### src/hdl/smc_pkg.sv
// Shared types and codes for the shadow memory checker.
`timescale 1ns / 1ps
`default_nettype none
package smc_pkg;
   localparam logic [2:0] KIND_LOAD    = 3'd0;
   localparam logic [2:0] KIND_STORE   = 3'd1;
   localparam logic [2:0] KIND_RESERVE = 3'd2;
   localparam logic [2:0] KIND_MALLOC  = 3'd3;
   localparam logic [2:0] KIND_FREE    = 3'd4;

   localparam logic [2:0] STAT_OK      = 3'd0;
   localparam logic [2:0] STAT_BAD     = 3'd1;
   localparam logic [2:0] STAT_UNKNOWN = 3'd2;
   localparam logic [2:0] STAT_FULL    = 3'd3;
   localparam logic [2:0] STAT_RANGE   = 3'd4;

   localparam logic [1:0] BS_FREE  = 2'd0;
   localparam logic [1:0] BS_ALLOC = 2'd1;
   localparam logic [1:0] BS_INIT  = 2'd2;

   typedef struct packed {
      logic [2:0]  req_type;
      logic [15:0] address;
      logic [16:0] length;
   } req_type_type;

   typedef struct packed {
      logic [2:0]  status;
      logic [16:0] released_length;
   } rsp_type_type;

   // byte sweep operation
   typedef enum logic [1:0] {
      OP_CHECK_INIT,   // load: all must be initialized
      OP_STORE,        // allocated->initialized, then all initialized
      OP_MARK_ALLOC,   // unallocated->allocated
      OP_FREE_CHECK    // none may be unallocated
   } op_type;

   // controller -> datapath
   typedef struct packed {
      logic   start;   // begin sweep of held range
      op_type op;
      logic   clear;   // write unallocated over held range (free commit)
   } cmd_type;

   // datapath -> controller
   typedef struct packed {
      logic done;
      logic bad;
   } sts_type;
endpackage
`default_nettype wire

### src/hdl/smc_controller.sv
// Request controller: range check, allocation table, sweep sequencing.
`timescale 1ns / 1ps
`default_nettype none
module smc_controller #(
   parameter int SHADOW_BYTES  = 65536,
   parameter int ALLOC_ENTRIES = 16
) (
   input  wire logic                  clock,
   input  wire logic                  reset,
   input  wire logic                  init_done,
   input  wire logic                  req_valid,
   output logic                       req_stall,
   input  wire smc_pkg::req_type_type req_data,
   output logic                       rsp_valid,
   input  wire logic                  rsp_stall,
   output smc_pkg::rsp_type_type      rsp_data,
   output logic [15:0]                base,
   output logic [16:0]                count,
   output smc_pkg::cmd_type           cmd,
   input  wire smc_pkg::sts_type      sts
);
   localparam int EW = (ALLOC_ENTRIES > 1) ? $clog2(ALLOC_ENTRIES) : 1;

   typedef enum logic [2:0] {
      S_IDLE, S_LOOKUP, S_SCAN, S_SWEEP, S_CLEAR, S_REPLY
   } state_type;

   state_type state_ff;
   smc_pkg::req_type_type req_ff;
   logic [ALLOC_ENTRIES-1:0] valid_ff;
   logic [15:0] ebase_ff [ALLOC_ENTRIES];
   logic [16:0] elen_ff  [ALLOC_ENTRIES];
   logic [EW-1:0] idx_ff;            // table scan index
   logic          hit_ff, free_ok_ff;
   logic [EW-1:0] hit_idx_ff, free_idx_ff;
   logic [16:0]   count_ff;
   logic          rsp_valid_ff;
   smc_pkg::rsp_type_type res_ff;    // result being built
   smc_pkg::rsp_type_type rsp_ff;    // result on offer
   smc_pkg::cmd_type cmd_ff;

   logic [31:0] span;
   assign span = 32'(req_data.address) + 32'(req_data.length);

   assign req_stall = (state_ff != S_IDLE) || !init_done;
   assign rsp_valid = rsp_valid_ff;
   assign rsp_data  = rsp_ff;
   assign base  = req_ff.address;
   assign count = count_ff;
   assign cmd   = cmd_ff;

   always_ff @(posedge clock) begin
      if (reset) begin
         state_ff <= S_IDLE; valid_ff <= '0; rsp_valid_ff <= 1'b0;
         cmd_ff <= '{start: 1'b0, op: smc_pkg::OP_CHECK_INIT, clear: 1'b0};
      end else begin
         if (rsp_valid_ff && !rsp_stall) rsp_valid_ff <= 1'b0;
         case (state_ff)
            S_IDLE: if (req_valid && !req_stall) begin
               req_ff <= req_data; count_ff <= req_data.length;
               idx_ff <= '0; hit_ff <= 1'b0; free_ok_ff <= 1'b0;
               if (req_data.req_type <= smc_pkg::KIND_MALLOC &&
                   span > 32'(SHADOW_BYTES)) begin
                  res_ff <= '{status: smc_pkg::STAT_RANGE, released_length: 17'd0};
                  state_ff <= S_REPLY;
               end else begin
                  res_ff <= '{status: smc_pkg::STAT_OK, released_length: 17'd0};
                  case (req_data.req_type)
                     smc_pkg::KIND_LOAD: begin
                        cmd_ff <= '{start: 1'b1, op: smc_pkg::OP_CHECK_INIT, clear: 1'b0};
                        state_ff <= S_SWEEP;
                     end
                     smc_pkg::KIND_STORE: begin
                        cmd_ff <= '{start: 1'b1, op: smc_pkg::OP_STORE, clear: 1'b0};
                        state_ff <= S_SWEEP;
                     end
                     smc_pkg::KIND_RESERVE: begin
                        cmd_ff <= '{start: 1'b1, op: smc_pkg::OP_MARK_ALLOC, clear: 1'b0};
                        state_ff <= S_SWEEP;
                     end
                     smc_pkg::KIND_MALLOC, smc_pkg::KIND_FREE: state_ff <= S_LOOKUP;
                     default: state_ff <= S_REPLY;
                  endcase
               end
            end
            S_LOOKUP: begin
               // one entry a cycle: base match and lowest free slot
               if (valid_ff[idx_ff] && ebase_ff[idx_ff] == req_ff.address && !hit_ff) begin
                  hit_ff <= 1'b1; hit_idx_ff <= idx_ff;
               end
               if (!valid_ff[idx_ff] && !free_ok_ff) begin
                  free_ok_ff <= 1'b1; free_idx_ff <= idx_ff;
               end
               if (idx_ff == EW'(ALLOC_ENTRIES - 1)) state_ff <= S_SCAN;
               else idx_ff <= idx_ff + 1'b1;
            end
            S_SCAN: begin
               if (req_ff.req_type == smc_pkg::KIND_MALLOC) begin
                  if (!hit_ff && !free_ok_ff) begin
                     res_ff.status <= smc_pkg::STAT_FULL; state_ff <= S_REPLY;
                  end else begin
                     idx_ff <= hit_ff ? hit_idx_ff : free_idx_ff;
                     cmd_ff <= '{start: 1'b1, op: smc_pkg::OP_MARK_ALLOC, clear: 1'b0};
                     state_ff <= S_SWEEP;
                  end
               end else if (!hit_ff) begin
                  res_ff.status <= smc_pkg::STAT_UNKNOWN; state_ff <= S_REPLY;
               end else begin
                  idx_ff <= hit_idx_ff; count_ff <= elen_ff[hit_idx_ff];
                  cmd_ff <= '{start: 1'b1, op: smc_pkg::OP_FREE_CHECK, clear: 1'b0};
                  state_ff <= S_SWEEP;
               end
            end
            S_SWEEP: if (sts.done) begin
               state_ff <= S_REPLY;
               case (req_ff.req_type)
                  smc_pkg::KIND_MALLOC: begin
                     valid_ff[idx_ff] <= 1'b1;
                     ebase_ff[idx_ff] <= req_ff.address;
                     elen_ff[idx_ff]  <= req_ff.length;
                  end
                  smc_pkg::KIND_FREE: begin
                     if (sts.bad) res_ff.status <= smc_pkg::STAT_BAD;
                     else begin
                        cmd_ff <= '{start: 1'b1, op: smc_pkg::OP_FREE_CHECK, clear: 1'b1};
                        state_ff <= S_CLEAR;
                     end
                  end
                  default: if (sts.bad) res_ff.status <= smc_pkg::STAT_BAD;
               endcase
            end else begin
               cmd_ff.start <= 1'b0;
            end
            S_CLEAR: if (sts.done) begin
               valid_ff[idx_ff] <= 1'b0;
               res_ff.released_length <= count_ff;
               state_ff <= S_REPLY;
            end else begin
               cmd_ff.start <= 1'b0;
            end
            S_REPLY: if (!rsp_valid_ff) begin
               rsp_ff <= res_ff; rsp_valid_ff <= 1'b1; state_ff <= S_IDLE;
            end
            default: state_ff <= S_IDLE;
         endcase
      end
   end
endmodule
`default_nettype wire

### config.mk
export PLATFORM = sky130hd
export DESIGN_NAME = smc_controller
export DESIGN_NICKNAME = d
export VERILOG_FILES = /design/src/hdl/smc_pkg.sv /design/src/hdl/smc_controller.sv
export SDC_FILE = /design/constraint.sdc
export NUM_CORES = 1
export LEC_CHECK = 0
export ABC_AREA = 1
export BUFFER_PORTS_ARGS = -buffer_cell sky130_fd_sc_hd__buf_4
export CAP_MARGIN = 20
export CORE_MARGIN = 2
export CORE_UTILIZATION = 40
export CTS_CLUSTER_SIZE = 30
export DETAILED_ROUTE_END_ITERATION = 6
export GPL_ROUTABILITY_DRIVEN = 0
export PLACE_DENSITY_LB_ADDON = 0.05
export SYNTH_ARGS = -nofsm -noshare
export SYNTH_HDL_FRONTEND = slang
export SYNTH_SLANG_ARGS = --single-unit
### constraint.sdc
create_clock -name clock -period 3.8 [get_ports clock]
set_input_delay 0.38 -clock clock [delete_from_list [all_inputs] [get_ports clock]]
set_output_delay 0.38 -clock clock [all_outputs]
set_load 0.05 [all_outputs]
* Yosys cells after proc, flatten, opt, wreduce, memory -nomap -nowiden *
Memories as Yosys holds them, arrays and structs flattened. A register that Yosys moved wholly into a read port is not among the register bits.
Index checks and enable logic that the tools add are counted.
W data, S select, Z words.

operators by class
  magnitude comparators = 4
  reductions and logical operators = 41
  equal/unequal tests = 37
  bitwise operators = 5
  add/sub/neg operators = 2
  muxes and demuxes = 71

operators by type and width
  operator                number
  $mux W17                4
  $pmux W17 S2            2
  $mux W4                 15
  $mux W16                3
  $mux W3                 16
  $mux W20                2
  $ne A2 B2 Y1 const B    16
  $pmux W16 S2            1
  $pmux W4 S3             2
  $add A16 B17 Y18        1
  $gt A18 B17 Y1 const B  1
  $pmux W3 S3             2
  $pmux W3 S6             1
  $reduce_and A9 Y1       2
  $mux W1                 17
  $and A16 B16 Y16        1
  $eq A16 B16 Y1          1
  $not A16 Y16            1
  $or A16 B16 Y16         1
  $reduce_and A4 Y1       4
  $eq A3 B2 Y1 const B    5
  $ne A3 B3 Y1 const B    5
  $eq A3 B3 Y1 const B    4
  $reduce_and A3 Y1       4
  other kinds (27)        49

word-level totals
  logic and storage cells = 181
  bits of input ports = 43
  output and inout port bits = 59
  register bits = 131
  bits in writable memories = 528
  memories kept = 2

memories
  memory    words  width  read ports  clocked after memory_dff  wr ports  line                  RTL
  elen_ff   16     17     1           1                         1         smc_controller.sv:32  logic [16:0] elen_ff [ALLOC_ENTRIES];
  ebase_ff  16     16     1           1                         1         smc_controller.sv:31  logic [15:0] ebase_ff [ALLOC_ENTRIES];

* Depth between registers and ports, before layout *
Gate-level depths: netlist (run 1).

  depth after elaboration = 8
  mapped depth = 20
  gate-level depth less buffers = 20

* Worst setup path before layout (run 1) *
No wires, ideal clock.

  path kind = register to register
  start point = register state_ff[0]
  end point = register req_ff (netlist bit base[0]) (enable)
  cell stages (with the launch flop) = 7
  arrival = 4.080 ns
  data required time = 3.318 ns
  setup time = 0.482 ns
  buffers on the path = 1
  slack = -0.762 ns
  clock period less this slack = 4.562 ns
  cells stage by stage = dfxtp_1 > clkbuf_1 > nor2_1 > inv_1 > nor2_1 > nand2_1 > nor3b_1

on the way
  longest elaborated chain between the ends = 5
  elaborated cells on any way between the ends = 6
  those cells by class = 6 x reduce/logical

ends and longest elaborated chain
  item                         line                  RTL
  start: declaration           smc_controller.sv:28  state_type state_ff;
  start signal: assignment     smc_controller.sv:54  state_ff <= S_IDLE; valid_ff <= '0; rsp_valid_ff <= 1'b0;
  start signal: assignment     smc_controller.sv:65  state_ff <= S_REPLY;
  start signal: assignment     smc_controller.sv:71  state_ff <= S_SWEEP;
  $reduce_bool A3 Y1           smc_controller.sv:45  assign req_stall = (state_ff != S_IDLE) || !init_done;
  $logic_or A1 B1 Y1           smc_controller.sv:45
  net req_stall                smc_controller.sv:12  output logic req_stall,
  $logic_not A1 Y1             smc_controller.sv:59  S_IDLE: if (req_valid && !req_stall) begin
  $logic_and A1 B1 Y1          smc_controller.sv:59
  $reduce_and A3 Y1 (no line)  -
  end signal: assignment       smc_controller.sv:60  req_ff <= req_data; count_ff <= req_data.length;
  end: declaration             smc_controller.sv:29  smc_pkg::req_type_type req_ff;

The timed path passes the listed nets, and every way through them passes these cells.
A chain may end at the register's enable or synchronous reset.

* Final worst setup path (run 1) *
  start point = input req_data[0] in the netlist's numbering
  end point = register cmd_ff (netlist bit cmd[0])

on the way
  longest elaborated chain between the ends = 5

ends and longest elaborated chain
  item                         line                  RTL
  start: declaration           smc_controller.sv:13  input wire smc_pkg::req_type_type req_data,
  $add A16 B17 Y18             smc_controller.sv:43  assign span = 32'(req_data.address) + 32'(req_data.length);
  $gt A18 B17 Y1               smc_controller.sv:63  span > 32'(SHADOW_BYTES)) begin
  $logic_and A1 B1 Y1          smc_controller.sv:62  if (req_data.req_type <= smc_pkg::KIND_MALLOC &&
  $ne A2 B2 Y1 (no line)       -
  $reduce_and A9 Y1 (no line)  -
  end signal: assignment       smc_controller.sv:70  cmd_ff <= '{start: 1'b1, op: smc_pkg::OP_CHECK_INIT, clear: 1'b0};
  end signal: assignment       smc_controller.sv:74  cmd_ff <= '{start: 1'b1, op: smc_pkg::OP_STORE, clear: 1'b0};
  end signal: assignment       smc_controller.sv:78  cmd_ff <= '{start: 1'b1, op: smc_pkg::OP_MARK_ALLOC, clear: 1'b0};
  end: declaration             smc_controller.sv:40  smc_pkg::cmd_type cmd_ff;

Every way passes these cells.

==> results.yml, run 1 <==
cells_and_area:
  drive_gt1_share_pct: 12.2
  fin_util_pct: 47.2
  multi_input_area_um2: 6670
  seqCellArea_um2: 19700
  finalNetCount: 2432
  fillers: 6074
  area_growth_syn_to_layout_pct: 16.2
  final_area_um2: 31800
critical_path:
  reg2reg_to: "hit_idx_ff[1]"
  worstRegToRegCells: 12
  start_kind: "input pin"
  ff2ff_setup_slack_ns: 0.77
  crit_type: "input pin to flop"
  crit_path_max_fanout: 5
  endpoint_kind: "flop"
  required_ns: 4.28
  cp_data_arrival_time_ns: 3.58
global_route:
  grt_pass1_wl_um: 118000
  grt_use_total_pct: 22.8
  grt_max_degree: 130
  antenna_found_initial: 4
  grt_remaining_overflow: 0
  grt_pass1_vias: 17900
min_path:
  hold_depth: 1
  hp-class: "input pin to flop"
  worstHoldStart: "req_data[13]"
  min_to: "req_ff[13]"
synthesis:
  synth_commonest_cells: "635 x edfxtp_1, 389 x nor2_1, 298 x o21ai_0, 183 x nand2_1, 119 x inv_1"
  synth_most_common_cell: "edfxtp_1"
  async_reset_ff_share_pct: 0
  synthTopCellsByArea: "edfxtp_1 70%, o21ai_0 5.4%, nor2_1 5.3%"
  yosysUniqueCellTypes: 42
  syn-num-nets: 2297
  ys_ff_latch: 667
  synth_top_area_share_pct: 69.6
  synth_edf_count: 635
  ys_warn_count: 0
  netlist_area_um2: 27400
  ys_seq_area_share_pct: 71.9
  synth_ff_type: "edfxtp_1"
  synth.largest_area_cell: "edfxtp_1"
  syn_area_per_cell_um2: 12.3
  synthCells: 2233
sta:
  fin_setup_tns_ns: 0
  period_share_pct: 81.4
  whs_ns: 0.0303
  clock.fmax_mhz: 323
  fin_skew_ns: 0.0188
  hold_viol: 0
  timing.slew.headroom_pct: 27.8
  setup_viol: 0
  drv_slew: 0
  rsz0062_at_grt: "no"
  worstMarginPinSlew_ns: 1.08
  min_period_ns: 3.09
pwr:
  ir_drop_mv: 0.751
  p_total_w: 0.0193
  powerDensity_nw_per_um2: 607
  leakage_nw: 11.0
clock_network:
  clk_pin_slew_ns: 0.06
  numCtsBuffers: 72
  cts_tree: "yes"
  clkLatencyLatePin_ns: 0.61
  h-tree-depth: 3
  cts_root_buffer: "clkbuf_16"
  clockBufferDepth: 3
  post_cts_buffers: 0
  clkSinkCount: 667
die:
  die_x_um: 266
  initial_utilization_pct: 40.6
  fp.dieH_um: 266
  ios: 102
  coreArea_um2: 67500
  rows: 95
  die_area_um2: 70600
run_status:
  status: "complete, no violations"
route:
  drc: 0
  via_per_inst: 5.53
  wirelength_um: 80700
  routedWlPerCell_um: 24.5
  firstDrtPassIters: 5
  drt_iter0_drc: 1596
  num_vias: 18200
  drtAntennaViolNets: 0
job:
  cap_violations: 0
placement:
  io_buffers: 101
  dpl-instance-area_um2: 29500
  hpwl_um: 46700
## where the power goes
group	switching, W	leakage [nW]	internal, W
combinational	0.00297	3.91	0.00121
clock	0.00280	1.06	0.00374
sequential	0.000234	5.99	0.00838
total	0.00600	11.0	0.0133
## registers in the layout, summed over array words and instances (netlist names), 3 cells and up, named ones only
| signal | count |
|---|---|
| res_ff | 20 |
| state_ff | 3 |
| count | 17 |
| rsp_data | 20 |
| cmd | 4 |
| hit_idx_ff | 4 |
| base | 16 |
| elen_ff | 272 |
| idx_ff | 4 |
| req_ff | 20 |
| free_idx_ff | 4 |
| ebase_ff | 256 |
## stage by stage
step	instances	worst slack, ns
6_report	3294	0.707
5_1_grt	3293	0.506
4_1_cts	3293	0.693
3_5_place_dp	3144	0.691
3_3_place_gp	3143	0.716
2_1_floorplan	2233	-0.398
## kinds of logic after synthesis
| family | synth area share [%] |
|---|---|
| simple gates | 10.9 |
| flops | 71.9 |
| compound gates | 11.8 |
| buf+inv | 4.10 |
| fa+ha+maj | 0.986 |
| xor+xnor | 0.192 |
## metal layers
layer,up-vias,global-route usage (%),wire (µm)
li1,8437,-,-
met2,504,37.0,37800
met5,-,0,0
met4,0,8.64,3000
met1,9152,31.3,36300
met3,134,3.32,3700
## worst max path at each step
stage	startpoint	endpoint	slack (ns)	depth (start not counted)
final	req_data[0]	cmd[0]	0.71	17
after global routing	req_data[0]	cmd[0]	0.51	17
after CTS	flop	hit_idx_ff[1]	0.69	12
after detailed placement	req_data[0]	cmd[0]	0.69	16
after global placement	req_data[0]	state_ff[2]	0.72	18
after floorplan	state_ff[0]	ebase_ff[0][0]	-0.40	8
## critical path, stage by stage
cell           delay (ns)
dlygate4sd3_1        0.53
buf_4                0.14
ha_1                 0.27
inv_1                0.08
fa_1                 0.41
o21ai_0              0.21
nand3_1              0.13
nand2_1              0.13
nand3_1              0.11
nand3_1              0.10
nand2_1              0.09
nor2_1               0.09
nand4_1              0.27
nand4_1              0.25
nand3_1              0.18
nand2_1              0.11
a21oi_1              0.06
## layout by cell type (no fill, tap or decap), drive strengths merged, types with 49 or more instances in the layout
master,n
edfxtp,635
o21ai,325
clkbuf,94
a21oi,49
nand3,81
inv,124
nand2,183
nor2,394
o221ai,75
buf,169
## final cells by class
| type | instances | area share, % |
|---|---|---|
| multi-input combinational | 1305 | 20.9 |
| timing repair buffer | 192 | 5.38 |
| antenna | 1 | 0.00786 |
| sequential | 667 | 61.9 |
| inverter | 130 | 1.54 |
| clock buffer | 94 | 6.12 |
| tap | 873 | 3.43 |
| clock inverter | 32 | 0.644 |
## what timing repair did
action / 4_1_cts / 5_1_grt
resized for setup: 0 / 0
hold buffers: 23 / 0
hold endpoints to repair: 23 / 0
Power figures use the tool's default switching activity.
==> run 2: changes to the inputs <==
- ABC_AREA: 1 -> 0
- clock period: 3.8 -> 3.1 ns (I/O delays scaled with it)
==> run 2 against run 1 <==
Net effect: sequential share of layout area shrank 1.4 points; register-to-register slack lost 1.4 ns; cell area grew 2.3%; critical path type is now flop to flop; utilization grew 2.4 points; die area shrank 2.9%; largest power group unchanged; flip-flop and latch count is the same; critical endpoint is now hit_ff; sequential power grew 23%; wire length shrank 12%; the run now ends with negative setup slack left; critical path depth shrank 4.
==> results.yml, run 2 <==
clock_network:
  h-tree-depth: 3
  clkLatencyLatePin_ns: 0.61
  clk_pin_slew_ns: 0.06
  numCtsBuffers: 72
  cts_tree: "yes"
  clkSinkCount: 667
  cts_root_buffer: "clkbuf_16"
  clockBufferDepth: 3
global_route:
  grt_pass1_wl_um: 103000
  grt_use_total_pct: 21.2
  antenna_found_initial: 1
  grt_max_degree: 37
  grt_pass1_vias: 14700
  grt_remaining_overflow: 0
sta:
  whs_ns: 0.0263
  setup_viol: 9
  worstMarginPinSlew_ns: 0.701
  period_share_pct: 122
  rsz0062_at_grt: "yes"
  clock.fmax_mhz: 265
  worst_slack_ns: -0.676
  min_period_ns: 3.78
  fin_skew_ns: 0.0187
  hold_viol: 0
  timing.slew.headroom_pct: 53.0
  drv_slew: 0
placement:
  dpl-instance-area_um2: 30000
  dp.cells: 2432
  io_buffers: 101
  hpwl_um: 43600
run_status:
  status: "complete, but fails checks"
  violations: "negative setup slack"
route:
  firstDrtPassIters: 5
  drc: 0
  routedWlPerCell_um: 27.7
  wirelength_um: 71400
  drt_iter0_drc: 1351
  via_per_inst: 5.51
  drtAntennaViolNets: 0
  num_vias: 14200
synthesis:
  synth_ff_type: "edfxtp_1"
  synthTopCellsByArea: "edfxtp_1 72%, mux4_2 14%, dfxtp_1 2.4%"
  async_reset_ff_share_pct: 0
  yosys.area_share.simple_pct: 4.13
  synth_top_family_by_area: "multiplexers"
  synth_commonest_cells: "635 x edfxtp_1, 161 x mux4_2, 83 x nand2_1, 49 x clkbuf_1, 43 x a21oi_1"
  synth_edf_count: 635
  synth_most_common_cell: "edfxtp_1"
  synth.largest_area_cell: "edfxtp_1"
  netlist_area_um2: 26600
  synth-compound-area-share_pct: 3.60
  muxShareOfSynthArea_pct: 14.7
  ys_warn_count: 0
  syn_area_per_cell_um2: 19.6
  synth_xor_area_share_pct: 0.659
  ys_seq_area_share_pct: 74.2
  synthAdderAreaFrac_pct: 1.02
  synthCells: 1359
  synth_top_area_share_pct: 71.7
  syn-num-nets: 1423
  ys_ff_latch: 667
  yosysUniqueCellTypes: 64
cells_and_area:
  fillers: 5447
  diodes: 0
  instances_no_fill: 2580
  largest-register: "elen_ff"
  mostFrequentLayoutCells: "635 x edfxtp_1, 264 x buf_4, 161 x mux4_2, 83 x nand2_1, 75 x clkbuf_16"
  area_growth_syn_to_layout_pct: 22.5
  layout_commonest_cell: "edfxtp_1"
  fin_util_pct: 49.5
  largest_reg_flops: 272
  final_area_um2: 32600
  reg_top3: "elen_ff: 272 flops, ebase_ff: 256 flops"
  drive_gt1_share_pct: 35.1
  finalNetCount: 1727
critical_path:
  required_ns: 3.39
  cp_data_arrival_time_ns: 4.07
  crit_type: "flop to flop"
  worstRegToRegCells: 13
  endpoint_kind: "flop"
  crit_path_max_fanout: 13
  start_kind: "flop"
min_path:
  hp-class: "input pin to flop"
  worstHoldStart: "req_data[21]"
  hold_depth: 2
die:
  coreArea_um2: 65700
  die_x_um: 262
  rows: 94
  die_area_um2: 68500
  ios: 102
  fp.dieH_um: 262
  initial_utilization_pct: 40.4
pwr:
  ir_drop_mv: 0.336
  leakage_nw: 10.9
  powerDensity_nw_per_um2: 738
job:
  cap_violations: 0
==> run 2: stage by stage <==
step           worst slack, ns  power [W]  TNS, ns
2_1_floorplan           -0.269     0.0138   -95.89
3_3_place_gp            -0.860     0.0158   -10.86
3_5_place_dp            -0.808     0.0158   -10.58
4_1_cts                 -0.729     0.0242    -5.47
5_1_grt                 -0.783     0.0250    -6.29
6_report                -0.676     0.0240    -5.06
==> run 2: routing by layer <==
metal	GRT usage (%)	up-vias	routed length (µm)
met4	5.49	0	1200
met3	2.97	84	3350
met5	0	-	0
met1	31.2	7559	33000
met2	33.6	369	33800
li1	-	6199	-
==> run 2: timing repair <==
item                       4_1_cts  5_1_grt
hold buffers                    21        0
buffers inserted                 0        0
pin swaps                        2        3
setup endpoints to repair       12       16
gates resized for setup          6       11
hold endpoints to repair        21        0
==> run 2: cell families (layout without fill, tap and decap cells) <==
kind of cell | Yosys count | count (layout)
flip-flops | 667 | 667
multiplexers | 189 | 189
AO/OA/AOI/OAI | 142 | 142
XOR/XNOR | 20 | 20
AND/OR/NAND/NOR | 222 | 222
buffers and inverters | 98 | 455
adder cells (fa/ha/maj) | 21 | 21
==> run 2: final timing paths <==
path / slack, ns / to
worst min-delay path: 0.03 / base[4]
worst min register to register: 0.42 / rsp_data[10]
worst max-delay path: -0.68 / hit_ff
worst max register to register: -0.68 / hit_ff
==> run 2: report_power, final <==
| part | internal, W | leakage [nW] | switching [W] |
|---|---|---|---|
| registers | 0.0103 | 5.99 | 0.000324 |
| logic | 0.00234 | 3.79 | 0.00269 |
| clock network | 0.00496 | 1.12 | 0.00340 |
| total | 0.0176 | 10.9 | 0.00641 |
==> run 2: critical path, stage by stage, from the launching register on <==
cell and delay (ns):
dfxtp_4 0.37, buf_12 0.17, buf_12 0.16, mux4_2 0.50, mux2i_1 0.14, mux2i_1 0.11
xnor2_1 0.21, nand2_1 0.14, nor4_2 0.32, buf_4 0.16, nand4_1 0.09, buf_6 0.16
or4b_4 0.56, a2111oi_4 0.37
==> run 2: cell type report <==
type | instances | area, µm² | share of cell area (%)
Sequential cell | 667 | 19700 | 60.6
Multi-Input combinational cell | 594 | 6710 | 20.6
Inverter | 15 | 56.3 | 0.173
Clock buffer | 95 | 1970 | 6.06
Tap cell | 864 | 1080 | 3.32
Timing Repair Buffer | 313 | 2720 | 8.35
Clock inverter | 32 | 304 | 0.934
